## config.mk

```make
export PLATFORM = sky130hd
export DESIGN_NAME = interrupt_pending_queue_controller
export DESIGN_NICKNAME = d
export VERILOG_FILES = /design/src/rtl/ipqc_pkg.sv /design/src/rtl/ipqc_datapath.sv /design/src/rtl/ipqc_controller.sv /design/src/rtl/interrupt_pending_queue_controller.sv
export VERILOG_INCLUDE_DIRS = /design/src /design/src/rtl
export SDC_FILE = /design/constraint.sdc
export NUM_CORES = 1
export LEC_CHECK = 0
export ABC_AREA = 1
export BUFFER_PORTS_ARGS = -buffer_cell sky130_fd_sc_hd__buf_2
export CORE_ASPECT_RATIO = 1.5
export CORE_UTILIZATION = 50
export CTS_BUF_LIST = sky130_fd_sc_hd__clkbuf_8
export DETAILED_ROUTE_END_ITERATION = 6
export PLACE_DENSITY_LB_ADDON = 0.3
export SKIP_LAST_GASP = 1
export SLEW_MARGIN = 20
export SYNTH_ARGS = -nofsm -noshare
export SYNTH_HDL_FRONTEND = slang
export SYNTH_SLANG_ARGS = --single-unit
```

## constraint.sdc

```tcl
create_clock -name clk -period 11 [get_ports clk]
set_clock_uncertainty 0.05 [all_clocks]
set_input_delay 1.1 -clock clk [delete_from_list [all_inputs] [get_ports clk]]
set_output_delay 1.1 -clock clk [all_outputs]
set_load 0.005 [all_outputs]
```

## src/rtl/assert_macros.svh

```systemverilog
// Assertion helpers shared by the RTL files.
// Each macro has a checking form and an empty form for synthesis builds.
`ifndef ASSERT_MACROS_SVH
`define ASSERT_MACROS_SVH
`ifndef SYNTH
// Checks a property on every rising clock edge outside of reset.
`define ASSERT_PROP(label, clk, rst, prop) \
  label: assert property (@(posedge clk) disable iff (rst) prop) \
    else $error("assertion failed");
// Checks that an expression is true on every rising clock edge outside of reset.
`define ASSERT_ALWAYS(label, clk, rst, expr) \
  label: assert property (@(posedge clk) disable iff (rst) (expr)) \
    else $error("invariant violated");
`else
`define ASSERT_PROP(label, clk, rst, prop)
`define ASSERT_ALWAYS(label, clk, rst, expr)
`endif
`endif

```

## src/rtl/ipqc_pkg.sv

```systemverilog
package ipqc_pkg;

  localparam int QUEUE_DEPTH_DEFAULT = 8;

  localparam logic [2:0] OP_REQUEST   = 3'd0;
  localparam logic [2:0] OP_TAKE      = 3'd1;
  localparam logic [2:0] OP_ENABLE    = 3'd2;
  localparam logic [2:0] OP_DISABLE   = 3'd3;
  localparam logic [2:0] OP_CSR_READ  = 3'd4;
  localparam logic [2:0] OP_CSR_WRITE = 3'd5;
  localparam logic [2:0] OP_TICK      = 3'd6;

  localparam logic [1:0] KIND_EXTERNAL = 2'd2;
  localparam logic [1:0] KIND_INVALID  = 2'd3;

  localparam logic [11:0] CSR_MSTATUS = 12'h300;
  localparam logic [11:0] CSR_MIE     = 12'h304;
  localparam logic [11:0] CSR_MIP     = 12'h344;
  localparam logic [11:0] CSR_MCAUSE  = 12'h342;

  localparam int MIE_BIT_POS = 3;

  typedef struct packed {
    logic [2:0]  operation;
    logic [1:0]  irq_kind;
    logic [31:0] irq_origin;
    logic [11:0] csr_address;
    logic [31:0] csr_value;
  } request_t;

  typedef struct packed {
    logic        taken;
    logic [1:0]  taken_kind;
    logic [31:0] taken_origin;
    logic [31:0] taken_stamp;
    logic [31:0] read_data;
    logic        any_pending;
    logic [2:0]  kinds_live;
    logic        dropped;
  } result_t;

  // Commands from the sequencer to the datapath.
  typedef struct packed {
    logic latch;   // capture the incoming item
    logic exec;    // carry out the latched operation, clear the result
    logic fetch;   // read the queue memory
    logic pop;     // retire the entry whose read data is valid
  } cmd_t;

  // Status from the datapath to the sequencer.
  typedef struct packed {
    logic take_go; // latched take is served and the queue holds entries
    logic hit;     // fetched entry has an enabled kind
    logic more;    // more than one entry is queued
  } status_t;

endpackage

```

## src/rtl/ipqc_datapath.sv

```systemverilog
`include "assert_macros.svh"

module ipqc_datapath #(
  parameter int QUEUE_DEPTH = ipqc_pkg::QUEUE_DEPTH_DEFAULT
) (
  input  logic              clk,
  input  logic              rst,
  input  ipqc_pkg::cmd_t    cmd,
  input  ipqc_pkg::request_t request,
  output ipqc_pkg::status_t status,
  output ipqc_pkg::result_t result
);

  localparam int HW = $clog2(QUEUE_DEPTH);
  localparam int CW = $clog2(QUEUE_DEPTH + 1);
  localparam int SW = CW + 1;

  typedef struct packed {
    logic [1:0]  kind;
    logic [31:0] origin;
    logic [31:0] stamp;
  } entry_t;

  entry_t mem [QUEUE_DEPTH];
  entry_t rd_entry;

  ipqc_pkg::request_t req;

  logic [HW-1:0] queue_head;
  logic [CW-1:0] queue_count;
  logic          external_held;
  logic [2:0]    kind_enables;
  logic          global_enable;
  logic          status_enable;
  logic [31:0]   status_other_bits;
  logic [31:0]   enable_register;
  logic [31:0]   pending_register;
  logic [31:0]   cycle_counter;

  logic          res_taken;
  logic [1:0]    res_kind;
  logic [31:0]   res_origin;
  logic [31:0]   res_stamp;
  logic          res_have_stamp;
  logic [31:0]   res_rdata;
  logic          res_dropped;

  logic [SW-1:0] tail_sum;
  logic [HW-1:0] tail;
  logic [HW-1:0] head_inc;
  logic [HW-1:0] rd_addr;
  logic          gates;
  logic [3:0]    enables4;
  logic          kind_ok;

  assign gates    = global_enable && status_enable;
  assign enables4 = {1'b0, kind_enables};
  assign kind_ok  = req.irq_kind != ipqc_pkg::KIND_INVALID;

  assign tail_sum = SW'(queue_head) + SW'(queue_count);
  assign tail     = (tail_sum >= SW'(QUEUE_DEPTH)) ? HW'(tail_sum - SW'(QUEUE_DEPTH))
                                                   : HW'(tail_sum);
  assign head_inc = (queue_head == HW'(QUEUE_DEPTH - 1)) ? '0 : queue_head + 1'b1;
  assign rd_addr  = cmd.pop ? head_inc : queue_head;

  assign status.take_go = (req.operation == ipqc_pkg::OP_TAKE) && gates
                          && (queue_count != '0);
  assign status.hit     = enables4[rd_entry.kind];
  assign status.more    = queue_count > CW'(1);

  always_ff @(posedge clk) begin
    if (cmd.latch) begin
      req <= request;
    end
  end

  // Queue storage: one write port at the tail, one registered read port.
  always_ff @(posedge clk) begin
    if (cmd.exec && req.operation == ipqc_pkg::OP_REQUEST && kind_ok
        && !(req.irq_kind == ipqc_pkg::KIND_EXTERNAL && external_held)
        && queue_count != CW'(QUEUE_DEPTH)) begin
      mem[tail] <= '{kind: req.irq_kind, origin: req.irq_origin, stamp: cycle_counter};
    end
    if (cmd.fetch) begin
      rd_entry <= mem[rd_addr];
    end
  end

  always_ff @(posedge clk) begin
    if (rst) begin
      queue_head        <= '0;
      queue_count       <= '0;
      external_held     <= 1'b0;
      kind_enables      <= '0;
      global_enable     <= 1'b0;
      status_enable     <= 1'b0;
      status_other_bits <= '0;
      enable_register   <= '0;
      pending_register  <= '0;
      cycle_counter     <= '0;
    end else if (cmd.exec) begin
      unique case (req.operation)
        ipqc_pkg::OP_REQUEST: begin
          if (kind_ok && !(req.irq_kind == ipqc_pkg::KIND_EXTERNAL && external_held)
              && queue_count != CW'(QUEUE_DEPTH)) begin
            queue_count      <= queue_count + 1'b1;
            pending_register <= pending_register | (32'd1 << req.irq_kind);
            if (req.irq_kind == ipqc_pkg::KIND_EXTERNAL) begin
              external_held <= 1'b1;
            end
          end
        end
        ipqc_pkg::OP_ENABLE: begin
          if (kind_ok) begin
            kind_enables    <= kind_enables | (3'd1 << req.irq_kind);
            enable_register <= enable_register | (32'd1 << req.irq_kind);
          end
        end
        ipqc_pkg::OP_DISABLE: begin
          if (kind_ok) begin
            kind_enables    <= kind_enables & ~(3'd1 << req.irq_kind);
            enable_register <= enable_register & ~(32'd1 << req.irq_kind);
          end
        end
        ipqc_pkg::OP_CSR_WRITE: begin
          unique case (req.csr_address)
            ipqc_pkg::CSR_MSTATUS: begin
              status_enable     <= req.csr_value[ipqc_pkg::MIE_BIT_POS];
              status_other_bits <= req.csr_value & ~(32'd1 << ipqc_pkg::MIE_BIT_POS);
            end
            ipqc_pkg::CSR_MIE: begin
              enable_register <= req.csr_value;
              global_enable   <= req.csr_value[ipqc_pkg::MIE_BIT_POS];
            end
            ipqc_pkg::CSR_MIP: begin
              pending_register <= req.csr_value;
            end
            default: begin
            end
          endcase
        end
        ipqc_pkg::OP_TICK: begin
          cycle_counter <= cycle_counter + 32'd1;
        end
        default: begin
        end
      endcase
    end else if (cmd.pop) begin
      queue_head  <= head_inc;
      queue_count <= queue_count - 1'b1;
      if (rd_entry.kind == ipqc_pkg::KIND_EXTERNAL) begin
        external_held <= 1'b0;
      end
      if (status.hit) begin
        pending_register <= pending_register & ~(32'd1 << rd_entry.kind);
      end
    end
  end

  // Result fields of the item in flight.
  always_ff @(posedge clk) begin
    if (cmd.exec) begin
      res_taken      <= 1'b0;
      res_kind       <= '0;
      res_origin     <= '0;
      res_stamp      <= '0;
      res_have_stamp <= 1'b0;
      res_dropped    <= 1'b0;
      res_rdata      <= '0;
      if (req.operation == ipqc_pkg::OP_REQUEST && kind_ok
          && !(req.irq_kind == ipqc_pkg::KIND_EXTERNAL && external_held)
          && queue_count == CW'(QUEUE_DEPTH)) begin
        res_dropped <= 1'b1;
      end
      if (req.operation == ipqc_pkg::OP_CSR_READ) begin
        unique case (req.csr_address)
          ipqc_pkg::CSR_MSTATUS:
            res_rdata <= status_other_bits | (32'(status_enable) << ipqc_pkg::MIE_BIT_POS);
          ipqc_pkg::CSR_MIE:    res_rdata <= enable_register;
          ipqc_pkg::CSR_MIP:    res_rdata <= pending_register;
          ipqc_pkg::CSR_MCAUSE: res_rdata <= '0;
          default:              res_rdata <= '0;
        endcase
      end
    end else if (cmd.pop && status.hit) begin
      res_taken      <= 1'b1;
      res_kind       <= rd_entry.kind;
      res_origin     <= rd_entry.origin;
      res_stamp      <= rd_entry.stamp;
      res_have_stamp <= 1'b1;
    end
  end

  assign result.taken        = res_taken;
  assign result.taken_kind   = res_kind;
  assign result.taken_origin = res_origin;
  assign result.taken_stamp  = res_have_stamp ? res_stamp : cycle_counter;
  assign result.read_data    = res_rdata;
  assign result.any_pending  = gates && (queue_count != '0);
  assign result.kinds_live   = gates ? kind_enables : 3'd0;
  assign result.dropped      = res_dropped;

  `ASSERT_ALWAYS(a_count_bound, clk, rst, queue_count <= CW'(QUEUE_DEPTH))
  `ASSERT_ALWAYS(a_head_bound, clk, rst, queue_head < HW'(QUEUE_DEPTH - 1) ||
                 queue_head == HW'(QUEUE_DEPTH - 1))
  `ASSERT_ALWAYS(a_ext_queued, clk, rst, !external_held || queue_count != '0)
  `ASSERT_PROP(a_pop_nonempty, clk, rst, cmd.pop |-> queue_count != '0)

endmodule

```

## src/rtl/ipqc_controller.sv

```systemverilog
`include "assert_macros.svh"

module ipqc_controller (
  input  logic              clk,
  input  logic              rst,
  input  logic              start,
  input  ipqc_pkg::status_t status,
  output logic              busy,
  output logic              done,
  output ipqc_pkg::cmd_t    cmd
);

  localparam logic [1:0] S_IDLE = 2'd0;
  localparam logic [1:0] S_EXEC = 2'd1;
  localparam logic [1:0] S_POP  = 2'd2;
  localparam logic [1:0] S_RESP = 2'd3;

  logic [1:0] state;
  logic [1:0] state_next;

  assign busy = (state == S_EXEC) || (state == S_POP);
  assign done = state == S_RESP;

  always_comb begin
    state_next = state;
    cmd        = '0;
    unique case (state)
      S_IDLE: begin
        cmd.latch = start;
        if (start) state_next = S_EXEC;
      end
      S_EXEC: begin
        cmd.exec  = 1'b1;
        cmd.fetch = status.take_go;
        state_next = status.take_go ? S_POP : S_RESP;
      end
      S_POP: begin
        cmd.pop   = 1'b1;
        cmd.fetch = !status.hit && status.more;
        if (status.hit || !status.more) state_next = S_RESP;
      end
      S_RESP: begin
        cmd.latch  = start;
        state_next = start ? S_EXEC : S_IDLE;
      end
      default: state_next = S_IDLE;
    endcase
  end

  always_ff @(posedge clk) begin
    if (rst) begin
      state <= S_IDLE;
    end else begin
      state <= state_next;
    end
  end

  `ASSERT_PROP(a_done_single, clk, rst, done |=> !done)
  `ASSERT_PROP(a_pop_origin, clk, rst, (state == S_POP) |->
               ($past(state) == S_EXEC || $past(state) == S_POP))

endmodule

```

## src/rtl/interrupt_pending_queue_controller.sv

```systemverilog
// Interrupt pending-queue controller with three interrupt kinds. An item is
// accepted when start is high and busy is low; its result appears for exactly
// one cycle with done high and must be taken then, as the receiver cannot
// stall. The next item can be accepted in the cycle its result is shown. A
// take that is served pops queue entries one per cycle through the registered
// read port of the queue memory, and busy stays high while it pops.

module interrupt_pending_queue_controller #(
  parameter int QUEUE_DEPTH = ipqc_pkg::QUEUE_DEPTH_DEFAULT
) (
  input  logic               clk,
  input  logic               rst,
  input  logic               start,
  input  ipqc_pkg::request_t request,
  output logic               busy,
  output logic               done,
  output ipqc_pkg::result_t  result
);

  // The sequencer decides which step runs and holds its state; the datapath holds all other state.
  ipqc_pkg::cmd_t    cmd;
  ipqc_pkg::status_t status;

  ipqc_controller u_ctrl (
    .clk    (clk),
    .rst    (rst),
    .start  (start),
    .status (status),
    .busy   (busy),
    .done   (done),
    .cmd    (cmd)
  );

  // The datapath owns the queue memory, the CSRs and the cycle counter. Its
  // result fields are read from registers only, so they stay stable while
  // done is high even if a new item is being accepted in that cycle.
  ipqc_datapath #(
    .QUEUE_DEPTH (QUEUE_DEPTH)
  ) u_dp (
    .clk     (clk),
    .rst     (rst),
    .cmd     (cmd),
    .request (request),
    .status  (status),
    .result  (result)
  );

endmodule
```

; Word level (Yosys, flattened, before mapping)
; Memory sizes are Yosys's and may differ from the RTL's. A register that Yosys moved wholly into a read port is not among the register bits.
; Index checks and enable logic that the tools add are counted.
[word_totals]
ff_bits = 323
latch_bits = 0
ramBits = 528
rom_bits = 0
in_bits = 84
n_memories = 1
[op_classes]
n_addsub = 6
mul = 0
n_div = 0
magnitude_cmp = 3
n_eq_ne = 29
n_shift = 3
n_mux = 43
bitwise_logic = 10
n_reduce_logical = 39
[mem_list]
columns = memory, depth, width, rd, rd_clocked_by_memory_dff, write_ports, line_no
row1 = u_dp.mem, 8, 66, 1, 1, 1, ipqc_datapath.sv:24  ; entry_t mem [QUEUE_DEPTH];
[op_table]
columns = cell, n
row1 = $mux W32, 9
row2 = $pmux W32 S3, 2
row3 = $and A32 B32 Y32, 2
row4 = $not A32 Y32, 2
row5 = $or A32 B32 Y32, 2
row6 = $pmux W32 S2, 1
row7 = $shl A1 B2 Y32 const A, 2
row8 = $eq A12 B10 Y1 const B, 3
row9 = $add A32 B1 Y32 const B, 1
row10 = $or A32 B4 Y32, 1
row11 = $mux W3, 6
row12 = $logic_and A1 B1 Y1, 16
row13 = $mux W4, 4
row14 = $mux W1, 15
row15 = $reduce_and A5 Y1, 3
row16 = $eq A3 B3 Y1 const B, 4
row17 = $ne A2 B2 Y1 const B, 6
row18 = $ne A3 B3 Y1 const B, 3
row19 = $reduce_and A3 Y1, 3
row20 = $eq A2 B2 Y1 const B, 4
row21 = $pmux W2 S4, 1
row22 = $reduce_bool A2 Y1, 4
row23 = $eq A3 B2 Y1 const B, 2
row24 = $ne A2 B1 Y1 const B, 3
row25 = other kinds (29), 34

; Longest topological paths before layout
; Gate-level depths: netlist of the first run.
[depth]
depth_word = 8
ltp_mapped = 13

; Modules after synthesis
; From an unflattened synthesis of the first run, not the netlist that was laid out.
[unflattened]
cells_unflattened = 3479
area_unflattened_um2 = 36750.2
[modules_own_cells]
columns = module, n_inst, cells_per_inst, area_per_inst_um2
row1 = ipqc_datapath, 1, 3448, 36531.3
row2 = ipqc_controller, 1, 31, 219.0

; Worst setup path after synthesis of the first run
; OpenSTA, ideal clock, no wires.
[synth_timing]
path_kind = register to register
from = reg u_ctrl.state[1]
to = reg, netlist name u_dp.rd_entry[0]
setup_time_ps = 490
t_arrival_ps = 5006
slack_ps = 5454
path_stages_with_launch = 9
n_path_buf = 2
period_less_slack_ps = 5546
cell_sequence = dfxtp_1 > inv_1 > ha_1 > inv_1 > clkbuf_1 > clkbuf_1 > nor2_1 > nor2_1 > nor2_1
[synth_lines]
columns = element, line_no
row1 = from (decl), ipqc_controller.sv:18  ; logic [1:0] state;
row2 = from (signal assigned), ipqc_controller.sv:54  ; state <= state_next;

; Final worst setup path of the first run
[layout_timing]
from = reg u_ctrl.state[0]
to = reg, netlist name u_dp.rd_entry[46]
[layout_between]
elab_chain_cells = 3
elab_cells_between_ends = 5
classes_between = eq/ne: 2 / mux: 3
[layout_rtl]
columns = element, line_no
row1 = $eq A2 B2 Y1, ipqc_controller.sv:27  ; unique case (state)
row2 = $mux W1, ipqc_controller.sv:27
row3 = $mux W3, ipqc_datapath.sv:64  ; assign rd_addr = cmd.pop ? head_inc : queue_head;
; Several ways; a longest one is shown, not always the timed one.
; A chain may end at the register's enable or synchronous reset.

==> results of run 1 <==
per-stage QoR:
stage,setup WS (ns),power (mW)
after floorplan,5.454,6.210
after global placement,7.015,6.920
after detailed placement,6.805,6.992
after CTS,6.770,9.604
after global routing,6.379,10.07
final,6.815,9.538
worst max-delay path: cells and delay by family (launching register included):
family	cells	cell delay (ns)
and+or+nand+nor	4	0.33
adders and majority gates	1	0.42
DFF	1	0.34
buffers and inverters	5	2.27
AOI/OAI and AO/OA	2	0.41
worst max path at each step:
stage | from | end | cells past startpoint
6_report | u_ctrl.state[0] | u_dp.rd_entry[46] | 12
5_1_grt | u_ctrl.state[0] | u_dp.rd_entry[34] | 12
4_1_cts | u_ctrl.state[0] | u_dp.rd_entry[46] | 12
3_5_place_dp | u_ctrl.state[0] | u_dp.rd_entry[46] | 12
3_3_place_gp | u_ctrl.state[0] | u_dp.rd_entry[48] | 12
2_1_floorplan | u_ctrl.state[1] | u_dp.rd_entry[0] | 8
state kept, by name, summed over array words and instances, names as in the netlist, 2 cells and up, named ones only:
| name | cells |
|---|---|
| u_ctrl.state | 2 |
| u_dp.cycle_counter | 32 |
| u_dp.enable_register | 32 |
| u_dp.mem | 528 |
| u_dp.pending_register | 32 |
| u_dp.queue_count | 4 |
| u_dp.queue_head | 3 |
| u_dp.rd_entry | 66 |
| u_dp.req | 81 |
| u_dp.res_kind | 2 |
| u_dp.res_origin | 32 |
| u_dp.res_rdata | 32 |
| u_dp.res_stamp | 32 |
| u_dp.status_other_bits | 31 |
cell families (layout without fill, tap and decap cells):
family                   Yosys count  after routing  share of synthesized area (%)
other                              0              2                              0
buffers and inverters            400            681                          4.499
XOR/XNOR                           5              5                         0.1221
flip-flops                       917            917                          70.92
adder cells (fa/ha/maj)           13             13                         0.4743
AND/OR/NAND/NOR                 1198           1198                          13.26
AO/OA/AOI/OAI                    721            721                          10.72
placed cells by master, fill, tap and decap left out, types with 2 or more instances in the layout:
| master | count |
|---|---|
| edfxtp_1 | 708 |
| nor2_1 | 625 |
| nand2_1 | 453 |
| o21ai_0 | 404 |
| inv_1 | 248 |
| dfxtp_1 | 208 |
| buf_2 | 189 |
| o22ai_1 | 163 |
| clkbuf_8 | 145 |
| a21oi_1 | 118 |
| nand3_1 | 38 |
| nand4_1 | 38 |
| buf_4 | 33 |
| clkinv_1 | 26 |
| o21ai_1 | 25 |
| nor3_1 | 15 |
| nor2_4 | 14 |
| ha_1 | 11 |
| clkinv_2 | 10 |
| inv_2 | 8 |
| clkinvlp_4 | 7 |
| o211ai_1 | 5 |
| inv_6 | 4 |
| xor2_1 | 4 |
| inv_8 | 4 |
| bufinv_16 | 4 |
| nand2_2 | 3 |
| nor4_1 | 3 |
| diode_2 | 2 |
| o21ai_4 | 2 |
| nand3_4 | 2 |
report_power, final:
part           switching (mW)  leakage (nW)  internal (mW)
Sequential              0.165          7.88           4.16
Combinational            1.88          4.85          0.720
Clock                    1.30          1.45           1.32
final cells by class:
cell class / count / area [um2]
inverters: 215 / 814.5
clock buffers: 145 / 1996
repair buffers: 224 / 1241
clock inverters: 97 / 563.0
fillers: 5999 / 30450
diodes: 2 / 5.005
multi-input cells: 1937 / 8930
well taps: 907 / 1135
flip-flops and latches: 917 / 25450
layer usage:
| layer | global-route usage (%) | part of all wire [%] |
|---|---|---|
| met1 | 29.49 | 39 |
| met2 | 41.86 | 51 |
| met3 | 4.853 | 6.4 |
| met4 | 9.797 | 3.1 |
| met5 | 0 | 0.015 |
==> impl_metrics.ini, run 1 <==
[floorplan]
fp.coreArea_um2 = 70580
start_util_pct = 50.84
die_y_um = 330.1
io_pins = 190
rows = 119
die_w_um = 220.7
die_area_um2 = 72850

[global_route]
grt_pass1_wl_mm = 133.4
track_usage_pct = 24.22
grt_max_degree = 211
grt.overflow.total = 0
antenna_found_initial = 2
first_global_vias = 23901

[yosys]
synth_area_um2 = 35880
synthFlopType = edfxtp_1
avgSynthCellArea_um2 = 11.03
yosysMostFrequentCell = edfxtp_1
synthTopCellsByArea = edfxtp_1 (59%), dfxtp_1 (12%), nor2_1 (6.6%)
async_reset_ff_share_pct = 0
synth_edf_count = 708
synthTopCellsByCount = edfxtp_1 (708), nor2_1 (635), nand2_1 (455)
synthCells = 3254
yosys_warnings = 0
synth_nets = 3351
yosys.cell_types.count = 39
ys_seq_area_share_pct = 70.92
yosysTopAreaCell = edfxtp_1
ys_ff_latch = 917
yosysTopAreaCellShare_pct = 59.26

[sta]
fin_hold_ws_ns = 0.3969
fin_crit_sh_pct = 38.04
fmax_mhz = 239.0
tns_ns = 0
period_needed_ns = 4.185
slew_violations = 0
relSlewSlack_pct = 25.74
hold_viol_final = 0
setup_viol = 0
worst_pin_slew_ns = 1.114
grt_setup_unrepaired = false

[job]
drv_cap = 0

[hold_path]
hold_start = u_dp.status_other_bits[26]
min_path_type = flip-flop to flip-flop
min_path_cells = 2
hold_path_end = u_dp.status_other_bits[26]

[final_layout]
layout.cells.non_filler = 4444
area.growth.synth_to_final_pct = 11.85
final_util_pct = 56.86
nNetsFinal = 3526
final_cell_area_um2 = 40130
drive_above_1_share_pct = 12.31

[routing]
drt-pass1-iter-count = 7
detail_route.wl_per_cell_um = 19.58
drc = 12
ant_nets = 0
vias = 24515
routed_wirelength_mm = 87.00
via_per_inst = 5.516
drt_iter0_drc = 2077

[setup_path]
crit_type = flip-flop to flip-flop
cp_slowest_stage_delay_ns = 0.90
crit_slowest_cell = buf_4
path_cells = inv_1, ha_1, inv_2, nand2_1, nand2_4, buf_12, inv_6, buf_4, o21ai_0, o22ai_1, nand2_1, nand2_1
r2r_start = u_ctrl.state[0]
cp.required_ns = 11.58
cp_common_cell = nand2_1
arrival_ns = 4.77
path_max_fanout = 210
r2r_setup_slack_ns = 6.82
reg2regPathDepth = 12
r2r_end = u_dp.rd_entry[46]
end_kind = flip-flop
start_kind = flip-flop

[clock_network]
cts_buffers = 134
cts_hold_buf = 0
cts_tree = yes
cts.sinks = 917
post-cts-setup-buffer-count = 0
postCtsResizedCells = 0
root_buffer = clkbuf_8
htree_levels = 4
clk_pin_slew_ns = 0.07
clk_path_buf_depth = 3
clock_latency_ns = 0.79

[placement]
placedInstanceArea_um2 = 37530
gp_congestion = 0.8312
io_buffer_count = 189
dp.cells = 4199
dpl.hpwl_mm = 46.59

[power]
p_per_area_nw_per_um2 = 237.7
leakagePower_nw = 14.18
ir_worst_vdd_mv = 0.3541

[status]
outcome = complete, but fails checks
violations = DRC
(Power assumes the default switching activity.)
==> run 2: changes to the inputs <==
ABC_AREA = 0   (was 1)
clock period = 3.39 ns   (was 11 ns; I/O delays follow)
==> run 2 against run 1 <==
The run still ends with DRC left; maximum frequency rose by 39%; sequential share of layout area fell by 1.0 points; combinational power rose by 100%; first-iteration DRC count fell by 27%; critical path type unchanged.
==> impl_metrics.ini, run 2 <==
[setup_path]
start_kind = flip-flop
crit_type = flip-flop to flip-flop
end_kind = flip-flop
cp.required_ns = 3.92
path_max_fanout = 93
arrival_ns = 3.54

[global_route]
met3_usage_pct = 4.160
grt_use_met1_pct = 27.01
met2_usage_pct = 41.41
track_usage_pct = 23.21
antenna_found_initial = 2
grt_pass1_wl_mm = 125.6
first_global_vias = 22017
grt.overflow.total = 0
grt_max_degree = 94
grt-busiest-layer = met2

[sta]
fmax_mhz = 332.5
setup_viol = 0
slew_violations = 0
tns_ns = 0
fin_hold_ws_ns = 0.1594
relSlewSlack_pct = 39.48
period_needed_ns = 3.008
grt_setup_unrepaired = false
fin_crit_sh_pct = 88.72
worst_pin_slew_ns = 0.9078
hold_viol_final = 0

[yosys]
yosysMostFrequentCell = edfxtp_1
async_reset_ff_share_pct = 0
synth_area_um2 = 35190
yosysTopAreaCellShare_pct = 60.41
synthTopCellsByCount = edfxtp_1 (708), a21oi_1 (211), dfxtp_1 (209)
synthTopCellsByArea = edfxtp_1 (60%), dfxtp_1 (12%), mux4_2 (8.4%)
synthFlopType = edfxtp_1
avgSynthCellArea_um2 = 15.99
yosys.cell_types.count = 59
synthCells = 2201
ys_ff_latch = 917
ys_seq_area_share_pct = 72.30
synth_nets = 2298
synth_edf_count = 708
yosysTopAreaCell = edfxtp_1
yosys_warnings = 0

[power]
seqPwrFrac_pct = 50.5
leakagePower_nw = 13.33
p_switching_mw = 7.673
netSwitchingFraction_pct = 28.07
p_comb_share_pct = 19.1
power.internal_mw = 19.67
clkPwrFrac_pct = 30.4
p_per_area_nw_per_um2 = 670.2
ir_worst_vdd_mv = 0.6797

[hold_path]
min_path_type = input port to flip-flop

[job]
drv_cap = 0

[routing]
drt_iter0_drc = 1516
routed_wirelength_mm = 81.77
vias = 20975
via_per_inst = 5.983
drc = 2
ant_nets = 0
drt-pass1-iter-count = 7
detail_route.wl_per_cell_um = 23.32

[status]
outcome = complete, but fails checks
violations = DRC

[floorplan]
die_w_um = 218.6
start_util_pct = 50.72
die_area_um2 = 71470
fp.coreArea_um2 = 69390
die_y_um = 326.9
io_pins = 190
rows = 118

[placement]
gp_congestion = 0.8672
io_buffer_count = 189
dp.cells = 3184
dpl.hpwl_mm = 46.08

[final_layout]
drive_above_1_share_pct = 26.19
fillCellCount = 5175
mostFrequentLayoutCells = edfxtp_1 (708), a21oi_1 (209), dfxtp_1 (205)
layout.cells.non_filler = 3506
top_register = u_dp.mem
largest_reg_flops = 528
final_util_pct = 58.78
largestRegisters = u_dp.mem x528, u_dp.req x81, u_dp.rd_entry x66
nNetsFinal = 2596
final_common_cell = edfxtp_1
area.growth.synth_to_final_pct = 15.91

[clock_network]
cts.sinks = 917
postCtsResizedCells = 0
cts_buffers = 131
post-cts-setup-buffer-count = 0
clk_path_buf_depth = 3
root_buffer = clkbuf_8
clk_pin_slew_ns = 0.06
cts_tree = yes
clock_latency_ns = 0.76
htree_levels = 4
-- run 2: changes by cell type after synthesis, moves of 13 or more --
cell / delta
nor2_1: -612
nand2_1: -399
o21ai_0: -232
inv_1: -189
o22ai_1: -160
mux4_2: +132
nand3_1: +130
mux2_2: +102
a21oi_1: +93
a22oi_1: +38
nand4_1: -27
o21ai_1: -26
and3_1: +13
-- run 2: critical path, stage by stage, from the launching register on --
cell      delay (ns)
dfxtp_2         0.35
inv_2           0.09
ha_4            0.45
nand4b_1        0.46
or4_4           0.91
o21ai_0         0.37
a21oi_1         0.12
-- run 2: per-layer routing --
metal  wire length (um)  up-vias
met3               4483      194
met1              30070    10744
met2              44250      739
met4               2959        2
met5                 10        -
li1                   -     9296
-- run 2: area by class of cell --
cell class / instances / area, um2 / share of cell area [%]
Timing Repair Buffer: 323 / 2435 / 5.969
Clock buffer: 143 / 1968 / 4.825
Multi-Input combinational cell: 1109 / 9216 / 22.59
Inverter: 17 / 65.06 / 0.1595
Sequential cell: 917 / 25450 / 62.39
Antenna cell: 2 / 5.005 / 0.01227
Clock inverter: 95 / 526.8 / 1.291
Tap cell: 900 / 1126 / 2.761
-- run 2: stage by stage --
step | instance area (um2) | total power, mW | setup WS (ns)
global route | 40790 | 28.43 | 0.2595
global placement | 37470 | 19.09 | 0.5524
floorplan | 35330 | 17.54 | -0.3275
finish | 40790 | 27.34 | 0.3823
CTS | 40790 | 27.57 | 0.4112
detailed placement | 37470 | 19.22 | 0.4546
-- run 2: worst paths after layout --
path	startpoint	end	slack [ns]	cells past startpoint
setup / recovery	u_ctrl.state[1]	u_dp.enable_register[5]	0.38	6
hold / removal	rst	u_dp.enable_register[22]	0.16	2
setup reg to reg	u_ctrl.state[1]	u_dp.enable_register[5]	0.38	6
hold reg to reg	u_dp.enable_register[6]	u_dp.enable_register[6]	0.42	2
-- run 2: cells by family after synthesis --
logic type	Yosys count	synth area share, %
flip-flops	917	72.30
AO/OA/AOI/OAI	486	7.740
AND/OR/NAND/NOR	363	5.468
multiplexers	235	11.74
buffers and inverters	175	1.973
adder cells (fa/ha/maj)	13	0.4835
XOR/XNOR	12	0.2986
-- run 2: power groups by stage --
stage / clock network, mW / registers [mW] / logic, mW
floorplan: 0 / 13.8 / 3.73
global placement: 0 / 14.0 / 5.10
detailed placement: 0 / 14.0 / 5.19
CTS: 8.48 / 13.8 / 5.29
global route: 8.93 / 13.9 / 5.62
finish: 8.30 / 13.8 / 5.22
-- run 2: repair_timing --
item / CTS / global route
hold buffers: 82 / 0
hold endpoints to repair: 82 / 0
endpoints found under the setup margin: 0 / 0
